`config.mk`:
```
export PLATFORM = sky130hd
export DESIGN_NAME = tx_completion_ring_tracker
export DESIGN_NICKNAME = d
export VERILOG_FILES = /design/src/trc_pkg.sv /design/src/tx_completion_ring_tracker.sv /design/src/trc_ram.sv
export SDC_FILE = /design/constraint.sdc
export NUM_CORES = 2
export LEC_CHECK = 0
export BUFFER_PORTS_ARGS = -buffer_cell sky130_fd_sc_hd__clkbuf_2
export CAP_MARGIN = 15
export CELL_PAD_IN_SITES_DETAIL_PLACEMENT = 1
export CELL_PAD_IN_SITES_GLOBAL_PLACEMENT = 1
export CORE_MARGIN = 3
export CORE_UTILIZATION = 50
export CTS_CLUSTER_DIAMETER = 80
export DETAILED_ROUTE_END_ITERATION = 16
export HOLD_SLACK_MARGIN = 0.12
export PLACE_DENSITY_LB_ADDON = 0.15
export SYNTH_ARGS = -nofsm -noshare
export SYNTH_HDL_FRONTEND = slang
export SYNTH_SLANG_ARGS = --single-unit
```
`constraint.sdc`:
```
create_clock -name clk_i -period 13.8 [get_ports clk_i]
set_input_delay 0.69 -clock clk_i [delete_from_list [all_inputs] [get_ports clk_i]]
set_output_delay 0.69 -clock clk_i [all_outputs]
set_load 0.01 [all_outputs]
```
`src/trc_pkg.sv`:
```
package trc_pkg;

  localparam int unsigned NUM_PORTS  = 4;
  localparam int unsigned RING_DEPTH = 16;

  localparam int unsigned PortW   = 2;
  localparam int unsigned SlotW   = 4;
  localparam int unsigned HandleW = 32;
  localparam int unsigned TotalW  = 6;
  localparam int unsigned IdxW    = PortW + SlotW;
  localparam int unsigned Entries = NUM_PORTS * RING_DEPTH;

  typedef enum logic [1:0] {
    CMD_ENQUEUE  = 2'd0,
    CMD_CANCEL   = 2'd1,
    CMD_COMPLETE = 2'd2,
    CMD_REAP     = 2'd3
  } cmd_e;

  typedef enum logic [1:0] {
    STAT_OK    = 2'd0,
    STAT_FULL  = 2'd1,
    STAT_NONE  = 2'd2,
    STAT_FREED = 2'd3
  } status_e;

  typedef enum logic [1:0] {
    ST_IDLE,
    ST_CANCEL,
    ST_SCAN,
    ST_DATA
  } state_e;

  typedef struct packed {
    cmd_e               command;
    logic [PortW-1:0]   port;
    logic [SlotW-1:0]   slot;
    logic [HandleW-1:0] buffer_handle;
  } in_word_t;

  typedef struct packed {
    status_e            status;
    logic [SlotW-1:0]   slot_taken;
    logic [PortW-1:0]   freed_port;
    logic [HandleW-1:0] freed_handle;
    logic [TotalW-1:0]  total_pending;
    logic               last;
  } out_word_t;

endpackage

```
`src/tx_completion_ring_tracker.sv`:
```
// Transmit completion ring tracker: one pending-transmit ring per output port.
// Input channel (in_valid_i / in_stall_o, in_word_i) takes one command word:
// enqueue, cancel last enqueue, slot completed, or reap all ports.
// Output channel (out_valid_o / out_stall_i, out_word_o) returns result words;
// the final word of each command has last set.
// Enqueue and completion: result is registered on acceptance. Cancel: the
// handle RAM is read first, then ST_CANCEL registers the result. Reap: the
// scan visits ports in order; ST_SCAN passes an empty ring or reads its head
// flag and handle; ST_DATA frees a non-busy head and scans that ring again,
// or moves to the next port; the final word leaves when the scan ends.
// Commands are handled one at a time; the next is taken once the current one
// has placed its final word in the output register.
// Reset clears the ring pointers, counts and the pending total; the busy flag
// and handle stores are not cleared and need no clearing pass, as an entry is
// only read in a non-empty ring, at its head or newest entry, once enqueued.
// When the receiver stalls, the output word holds and the block stops at its
// next result, stalling the input side in turn.
module tx_completion_ring_tracker
  import trc_pkg::*;
(
  input  logic      clk_i,
  input  logic      rst_ni,
  input  logic      in_valid_i,
  output logic      in_stall_o,
  input  in_word_t  in_word_i,
  output logic      out_valid_o,
  input  logic      out_stall_i,
  output out_word_t out_word_o
);

  state_e              state_q, state_d;
  logic [SlotW-1:0]    prod_q [NUM_PORTS];
  logic [SlotW-1:0]    prod_d [NUM_PORTS];
  logic [SlotW-1:0]    cons_q [NUM_PORTS];
  logic [SlotW-1:0]    cons_d [NUM_PORTS];
  logic [SlotW-1:0]    cnt_q  [NUM_PORTS];
  logic [SlotW-1:0]    cnt_d  [NUM_PORTS];
  logic [TotalW-1:0]   total_q, total_d;
  logic [PortW-1:0]    scan_q, scan_d;
  logic                scan_done;

  logic                hold_v_q, hold_v_d;
  logic [PortW-1:0]    hold_port_q, hold_port_d;
  logic [SlotW-1:0]    hold_slot_q, hold_slot_d;
  logic [TotalW-1:0]   hold_total_q, hold_total_d;
  logic [HandleW-1:0]  hold_handle_q, hold_handle_d;

  logic                out_valid_q;
  out_word_t           out_word_q, out_d;
  logic                out_load, out_free;

  logic                ram_we, ram_re;
  logic [IdxW-1:0]     ram_waddr, ram_raddr;
  logic [HandleW-1:0]  ram_rdata;

  logic                busy_we, busy_wdata, busy_rdata;
  logic [IdxW-1:0]     busy_waddr;

  logic [SlotW-1:0]    pr, pr_prev, cur;
  logic [TotalW-1:0]   total_dec;

  trc_ram #(
    .Width (HandleW),
    .Depth (Entries)
  ) u_handle_ram (
    .clk_i   (clk_i),
    .we_i    (ram_we),
    .waddr_i (ram_waddr),
    .wdata_i (in_word_i.buffer_handle),
    .re_i    (ram_re),
    .raddr_i (ram_raddr),
    .rdata_o (ram_rdata)
  );

  trc_ram #(
    .Width (1),
    .Depth (Entries)
  ) u_busy_ram (
    .clk_i   (clk_i),
    .we_i    (busy_we),
    .waddr_i (busy_waddr),
    .wdata_i (busy_wdata),
    .re_i    (ram_re),
    .raddr_i (ram_raddr),
    .rdata_o (busy_rdata)
  );

  assign out_free  = !out_valid_q || !out_stall_i;
  assign total_dec = (total_q != '0) ? total_q - TotalW'(1) : total_q;
  assign pr        = prod_q[in_word_i.port];
  assign pr_prev   = (pr == '0) ? SlotW'(RING_DEPTH - 1) : pr - SlotW'(1);
  assign cur       = cons_q[scan_q];

  always_comb begin
    state_d       = state_q;
    prod_d        = prod_q;
    cons_d        = cons_q;
    cnt_d         = cnt_q;
    total_d       = total_q;
    scan_d        = scan_q;
    scan_done     = 1'b0;
    hold_v_d      = hold_v_q;
    hold_port_d   = hold_port_q;
    hold_slot_d   = hold_slot_q;
    hold_total_d  = hold_total_q;
    hold_handle_d = hold_handle_q;
    out_load      = 1'b0;
    out_d         = '0;
    in_stall_o    = 1'b1;
    ram_we        = 1'b0;
    ram_waddr     = {in_word_i.port, pr};
    ram_re        = 1'b0;
    ram_raddr     = {in_word_i.port, pr_prev};
    busy_we       = 1'b0;
    busy_wdata    = 1'b0;
    busy_waddr    = {in_word_i.port, in_word_i.slot};

    case (state_q)
      ST_IDLE: begin
        in_stall_o = !out_free;
        if (in_valid_i && out_free) begin
          out_d.last = 1'b1;
          case (in_word_i.command)
            CMD_ENQUEUE: begin
              out_load = 1'b1;
              if (cnt_q[in_word_i.port] < SlotW'(RING_DEPTH - 1)) begin
                ram_we                      = 1'b1;
                busy_we                     = 1'b1;
                busy_wdata                  = 1'b1;
                busy_waddr                  = {in_word_i.port, pr};
                prod_d[in_word_i.port]      = (pr == SlotW'(RING_DEPTH - 1)) ?
                                              '0 : pr + SlotW'(1);
                cnt_d[in_word_i.port]       = cnt_q[in_word_i.port] + SlotW'(1);
                total_d                     = total_q + TotalW'(1);
                out_d.status                = STAT_OK;
                out_d.slot_taken            = pr;
                out_d.total_pending         = total_q + TotalW'(1);
              end else begin
                out_d.status        = STAT_FULL;
                out_d.freed_port    = in_word_i.port;
                out_d.freed_handle  = in_word_i.buffer_handle;
                out_d.total_pending = total_q;
              end
            end
            CMD_CANCEL: begin
              if (cnt_q[in_word_i.port] != '0) begin
                ram_re                            = 1'b1;
                busy_we                           = 1'b1;
                busy_waddr                        = {in_word_i.port, pr_prev};
                prod_d[in_word_i.port]            = pr_prev;
                cnt_d[in_word_i.port]             = cnt_q[in_word_i.port] - SlotW'(1);
                total_d                           = total_dec;
                hold_port_d                       = in_word_i.port;
                hold_slot_d                       = pr_prev;
                hold_total_d                      = total_dec;
                state_d                           = ST_CANCEL;
              end else begin
                out_load            = 1'b1;
                out_d.status        = STAT_NONE;
                out_d.total_pending = total_q;
              end
            end
            CMD_COMPLETE: begin
              out_load            = 1'b1;
              busy_we             = 1'b1;
              out_d.status        = STAT_OK;
              out_d.total_pending = total_q;
            end
            CMD_REAP: begin
              scan_d   = '0;
              hold_v_d = 1'b0;
              state_d  = ST_SCAN;
            end
            default: ;
          endcase
        end
      end

      ST_CANCEL: begin
        // read data holds (no read enable here) until the output register frees up
        if (out_free) begin
          out_load            = 1'b1;
          out_d.status        = STAT_OK;
          out_d.slot_taken    = hold_slot_q;
          out_d.freed_port    = hold_port_q;
          out_d.freed_handle  = ram_rdata;
          out_d.total_pending = hold_total_q;
          out_d.last          = 1'b1;
          state_d             = ST_IDLE;
        end
      end

      ST_SCAN: begin
        if (cnt_q[scan_q] != '0) begin
          // head flag and handle come back next cycle
          ram_re    = 1'b1;
          ram_raddr = {scan_q, cur};
          state_d   = ST_DATA;
        end else if (scan_q == PortW'(NUM_PORTS - 1)) begin
          scan_done = 1'b1;
        end else begin
          scan_d = scan_q + PortW'(1);
        end
      end

      ST_DATA: begin
        if (busy_rdata) begin
          if (scan_q == PortW'(NUM_PORTS - 1)) begin
            scan_done = 1'b1;
          end else begin
            scan_d  = scan_q + PortW'(1);
            state_d = ST_SCAN;
          end
        end else if (!hold_v_q || out_free) begin
          // previous freed entry goes out first, not last
          if (hold_v_q) begin
            out_load            = 1'b1;
            out_d.status        = STAT_FREED;
            out_d.freed_port    = hold_port_q;
            out_d.freed_handle  = hold_handle_q;
            out_d.total_pending = hold_total_q;
          end
          cons_d[scan_q] = (cur == SlotW'(RING_DEPTH - 1)) ? '0 : cur + SlotW'(1);
          cnt_d[scan_q]  = cnt_q[scan_q] - SlotW'(1);
          total_d        = total_dec;
          hold_port_d    = scan_q;
          hold_total_d   = total_dec;
          hold_handle_d  = ram_rdata;
          hold_v_d       = 1'b1;
          state_d        = ST_SCAN;
        end
      end

      default: state_d = ST_IDLE;
    endcase

    // end of reap: the held entry, or a nothing-freed word, goes out as last
    if (scan_done && out_free) begin
      out_load   = 1'b1;
      out_d.last = 1'b1;
      if (hold_v_q) begin
        out_d.status        = STAT_FREED;
        out_d.freed_port    = hold_port_q;
        out_d.freed_handle  = hold_handle_q;
        out_d.total_pending = hold_total_q;
      end else begin
        out_d.status        = STAT_NONE;
        out_d.total_pending = total_q;
      end
      hold_v_d = 1'b0;
      state_d  = ST_IDLE;
    end
  end

  always_ff @(posedge clk_i or negedge rst_ni) begin
    if (!rst_ni) begin
      state_q     <= ST_IDLE;
      total_q     <= '0;
      scan_q      <= '0;
      hold_v_q    <= 1'b0;
      out_valid_q <= 1'b0;
      for (int i = 0; i < NUM_PORTS; i++) begin
        prod_q[i] <= '0;
        cons_q[i] <= '0;
        cnt_q[i]  <= '0;
      end
    end else begin
      state_q  <= state_d;
      total_q  <= total_d;
      scan_q   <= scan_d;
      hold_v_q <= hold_v_d;
      prod_q   <= prod_d;
      cons_q   <= cons_d;
      cnt_q    <= cnt_d;
      if (out_load) begin
        out_valid_q <= 1'b1;
      end else if (!out_stall_i) begin
        out_valid_q <= 1'b0;
      end
    end
  end

  always_ff @(posedge clk_i) begin
    hold_port_q   <= hold_port_d;
    hold_slot_q   <= hold_slot_d;
    hold_total_q  <= hold_total_d;
    hold_handle_q <= hold_handle_d;
    if (out_load) begin
      out_word_q <= out_d;
    end
  end

  assign out_valid_o = out_valid_q;
  assign out_word_o  = out_word_q;

endmodule

```
`src/trc_ram.sv`:
```
module trc_ram #(
  parameter int unsigned Width = 32,
  parameter int unsigned Depth = 64,
  localparam int unsigned AddrW = (Depth > 1) ? $clog2(Depth) : 1
) (
  input  logic             clk_i,
  input  logic             we_i,
  input  logic [AddrW-1:0] waddr_i,
  input  logic [Width-1:0] wdata_i,
  input  logic             re_i,
  input  logic [AddrW-1:0] raddr_i,
  output logic [Width-1:0] rdata_o
);

  logic [Width-1:0] mem_q [Depth];
  logic [Width-1:0] rdata_q;

  always_ff @(posedge clk_i) begin
    if (we_i) begin
      mem_q[waddr_i] <= wdata_i;
    end
    if (re_i) begin
      rdata_q <= mem_q[raddr_i];
    end
  end

  assign rdata_o = rdata_q;

endmodule

```
==> results by group <==
Finish
  – Commonest non-fill, non-tap cell in the layout: edfxtp_1
  – Final nets: 6817
  – Commonest non-fill, non-tap cells in the layout: edfxtp_1 (2236), nand2_1 (1880), nand3_1 (721)
  – Area growth syn-to-layout: 11.6%
  – Fill count: 17283
  – Non-Filler Instances: 9337
  – Layout cell share with drive strength beyond 1: 10.4%

Timing
  – Final WS setup: 7.61 ns
  – Clock skew: 0.0429 ns
  – Final min period: 6.19 ns
  – RSZ-0062 raised after global routing: false
  – Tightest Pin Transition: 1.29 ns
  – Setup violations, final: 0
  – Pins over their slew limit: 0
  – Relative max-transition margin: 13.5%
  – Final hold vios: 0
  – Final worst-path cycle share: 44.8%
  – Setup TNS: 0 ns
  – Fmax: 0.162 GHz

Placed design
  – DP Worst Slack: 6.98 ns
  – DP HPWL: 160000 um
  – Post-Place Cells: 8892
  – Final GP Congestion: 0.821
  – IO Port Bufs: 92

Global route
  – GRT Util Overall: 31.6%
  – GRT overflow: 0
  – Met3 Use GR: 5.12%
  – Busiest grt layer: met2
  – M1 GR Usage: 42.6%
  – First-pass GRT wire length: 428000 um
  – Initial antenna violation count: 20
  – Largest net degree at the start of global routing: 174
  – Vias in the first global route: 60844
  – Met2 GRT Util: 51.7%

Clock tree
  – CTS tree: built
  – Post_cts resized: 0
  – CTS Sinks: 2296
  – Setup repair bufs after CTS: 0
  – CTS Buffer Depth: 3
  – H-tree depth: 4
  – Clk pin slew, worst setup/hold paths: 0.06 ns
  – Root Buffer: clkbuf_16
  – TritonCTS buffer count: 229
  – Worst skew pair latency: 0.86 ns

Critical path
  – Critical path's largest stage delay: 0.83 ns
  – WP buf/inv: 6
  – R2r startpoint: scan_q[0]
  – Worst endpoint required time: 14.54 ns
  – Worst Setup Path Type: reg -> reg
  – Delay-heaviest family, CP: buffers and inverters
  – WP data arrival: 6.93 ns
  – Critical Path Fanout Max: 130
  – Crit-path cells: buf_4, mux4_2, inv_1, ha_1, inv_1, o311a_1, a21oi_4, buf_12, buf_4, buf_12, mux2i_1, a32oi_1, a31oi_1, a21oi_1, and4_1
  – Reg2Reg Setup Slack: 7.61 ns
  – Startpoint Class: flip-flop
  – Reg2reg end: u_handle_ram.rdata_o[30]
  – Worst R2R Path Depth: 15
  – Slowest cell on crit path: buf_4
  – CP endpoint kind: flip-flop

Detailed routing
  – Routed WL: 298000 um
  – DRT iter0 DRCs: 8082
  – Pre-antenna DRT Iters: 6
  – Final ANT Viol Nets: 0
  – Vias/cell: 6.36
  – Vias: 59423
  – DRC: 0
  – Average routed wire per standard cell: 32.0 um

Synth
  – Post-synth ARST share: 2.61%
  – Sequential element share of the synthesized area: 75.3%
  – Post-synth EDFFs: 2236
  – Synth top area share: 73.6%
  – Cell Area, Synth: 91200 um^2
  – Seq cells post-synth: 2296
  – Count of cell types in the netlist: 68
  – Largest area contributor in the netlist: edfxtp_1
  – Cells after Synth: 6682
  – Top FF cell, synth: edfxtp_1
  – Warnings, synthesis: 0
  – Area contributors post-synth: edfxtp_1 (74%), nand2_1 (7.8%), nand3_1 (4.0%)
  – Post-Syn Nets: 6744
  – Syn avg cell area: 13.6 um^2

Min path
  – Worst hold path depth: 1
  – Worst Min Path Start: in_word_i[17]
  – Hold Path Sink: u_handle_ram.mem_q[40][17]
  – Min-delay worst type: in -> reg

Power and ir drop
  – Clock network power share: 22.8%
  – Sw frac: 44.5%
  – P_int: 0.0144 W
  – P_leak: 33.7 nW
  – Sw power: 0.0115 W
  – PD cells: 255 nW/um^2
  – Worst vdd ir: 0.355 mV
  – Logic gate share of total power: 45.4%
  – Reg power frac: 31.8%

Floorplanning
  – Die area: 188000 um^2
  – Row cnt: 156
  – Die Y: 433 um
  – Starting Density: 50.4%
  – Core area: 181000 um^2
  – Overall die width: 433 um
  – IO Count: 93

Flow run
  – Max_cap viols: 0

Outcome
  – Status: complete, no violations
[area by class of cell]
class / count / area [um^2] / share of cell area [%]
tap: 2370 / 2970 / 2.91
clock inverter: 136 / 1000 / 0.985
antenna: 22 / 55.1 / 0.0541
inverter: 26 / 97.6 / 0.0959
multi-input combinational: 3934 / 21100 / 20.7
sequential: 2296 / 68600 / 67.4
clock buffer: 285 / 6000 / 5.90
timing repair buffer: 268 / 1960 / 1.92
[worst max path at each step]
stage	startpoint	endpoint	slack, ns	cells after the start
after floorplan	in_word_i[37]	out_word_o[0]	7.50	10
after global placement	in_word_i[36]	u_handle_ram.rdata_o[1]	7.23	15
after detailed placement	in_word_i[36]	u_handle_ram.rdata_o[1]	6.98	15
after CTS	scan_q[0]	u_handle_ram.rdata_o[30]	7.76	15
after global routing	scan_q[0]	u_handle_ram.rdata_o[8]	7.45	15
final	scan_q[0]	u_handle_ram.rdata_o[30]	7.61	15
[Yosys cell counts, types with 7 or more instances]
master,number
a21oi_1,154
a222oi_1,32
a22o_1,21
a22oi_1,9
a31oi_1,134
a32oi_1,149
and2_1,13
and3_1,10
and4_1,32
buf_1,33
buf_2,207
buf_4,22
clkbuf_1,158
dfrtp_1,60
edfxtp_1,2236
ha_1,18
inv_1,26
mux2_2,29
mux2i_1,187
mux4_2,19
nand2_1,1886
nand3_1,721
nand4_1,128
nor2_1,158
nor2b_1,7
nor3_1,25
o21ai_0,59
o22ai_1,26
o31ai_1,21
or3_1,7
xnor2_1,11
[metrics by stage]
step                util, %  instance area, um^2  hold WS, ns  power, W
detailed placement     52.3                94700        0.441    0.0200
finish                 56.3               102000        0.212    0.0260
CTS                    56.2               102000        0.160    0.0260
floorplan                 -                91200        0.394    0.0157
global placement       52.3                94700        0.431    0.0198
global route           56.3               102000        0.183    0.0272
[sequential cells by signal, summed over array words and instances, names as in the netlist]
name                  cells
cnt_q                    16
cons_q                   16
hold_handle_q            32
hold_port_q               2
hold_slot_q               4
hold_total_q              6
hold_v_q                  1
out_valid_o               1
out_word_o               47
prod_q                   16
scan_q                    2
state_q                   2
total_q                   6
u_busy_ram.mem_q         64
u_busy_ram.rdata_o        1
u_handle_ram.mem_q     2048
u_handle_ram.rdata_o     32
[logic make-up after synthesis]
| logic type | share of synthesized area (%) |
|---|---|
| buffers and inverters | 2.28 |
| XOR/XNOR | 0.125 |
| AND/OR/NAND/NOR | 14.2 |
| adder cells (fa/ha/maj) | 0.247 |
| flip-flops | 75.3 |
| AO/OA/AOI/OAI | 4.96 |
| multiplexers | 2.91 |
[what timing repair did]
action	in CTS	in global routing
hold buffers	1	0
endpoints found under the setup margin	0	0
hold endpoints to repair	60	0
[power groups by stage]
stage	sequential [W]	clock (W)	combinational (W)
6_report	0.00826	0.00593	0.0118
5_1_grt	0.00827	0.00627	0.0126
4_1_cts	0.00826	0.00599	0.0117
3_5_place_dp	0.00840	0	0.0116
3_3_place_gp	0.00839	0	0.0114
2_1_floorplan	0.00832	0	0.00736
[routing by layer]
metal  part of all wire [%]  vias to the layer above
li1                       -                    25049
met1                     40                    31004
met2                     48                     2842
met3                    8.2                      520
met4                    4.0                        8
met5                  0.018                        -
Power figures use the tool's default switching activity.
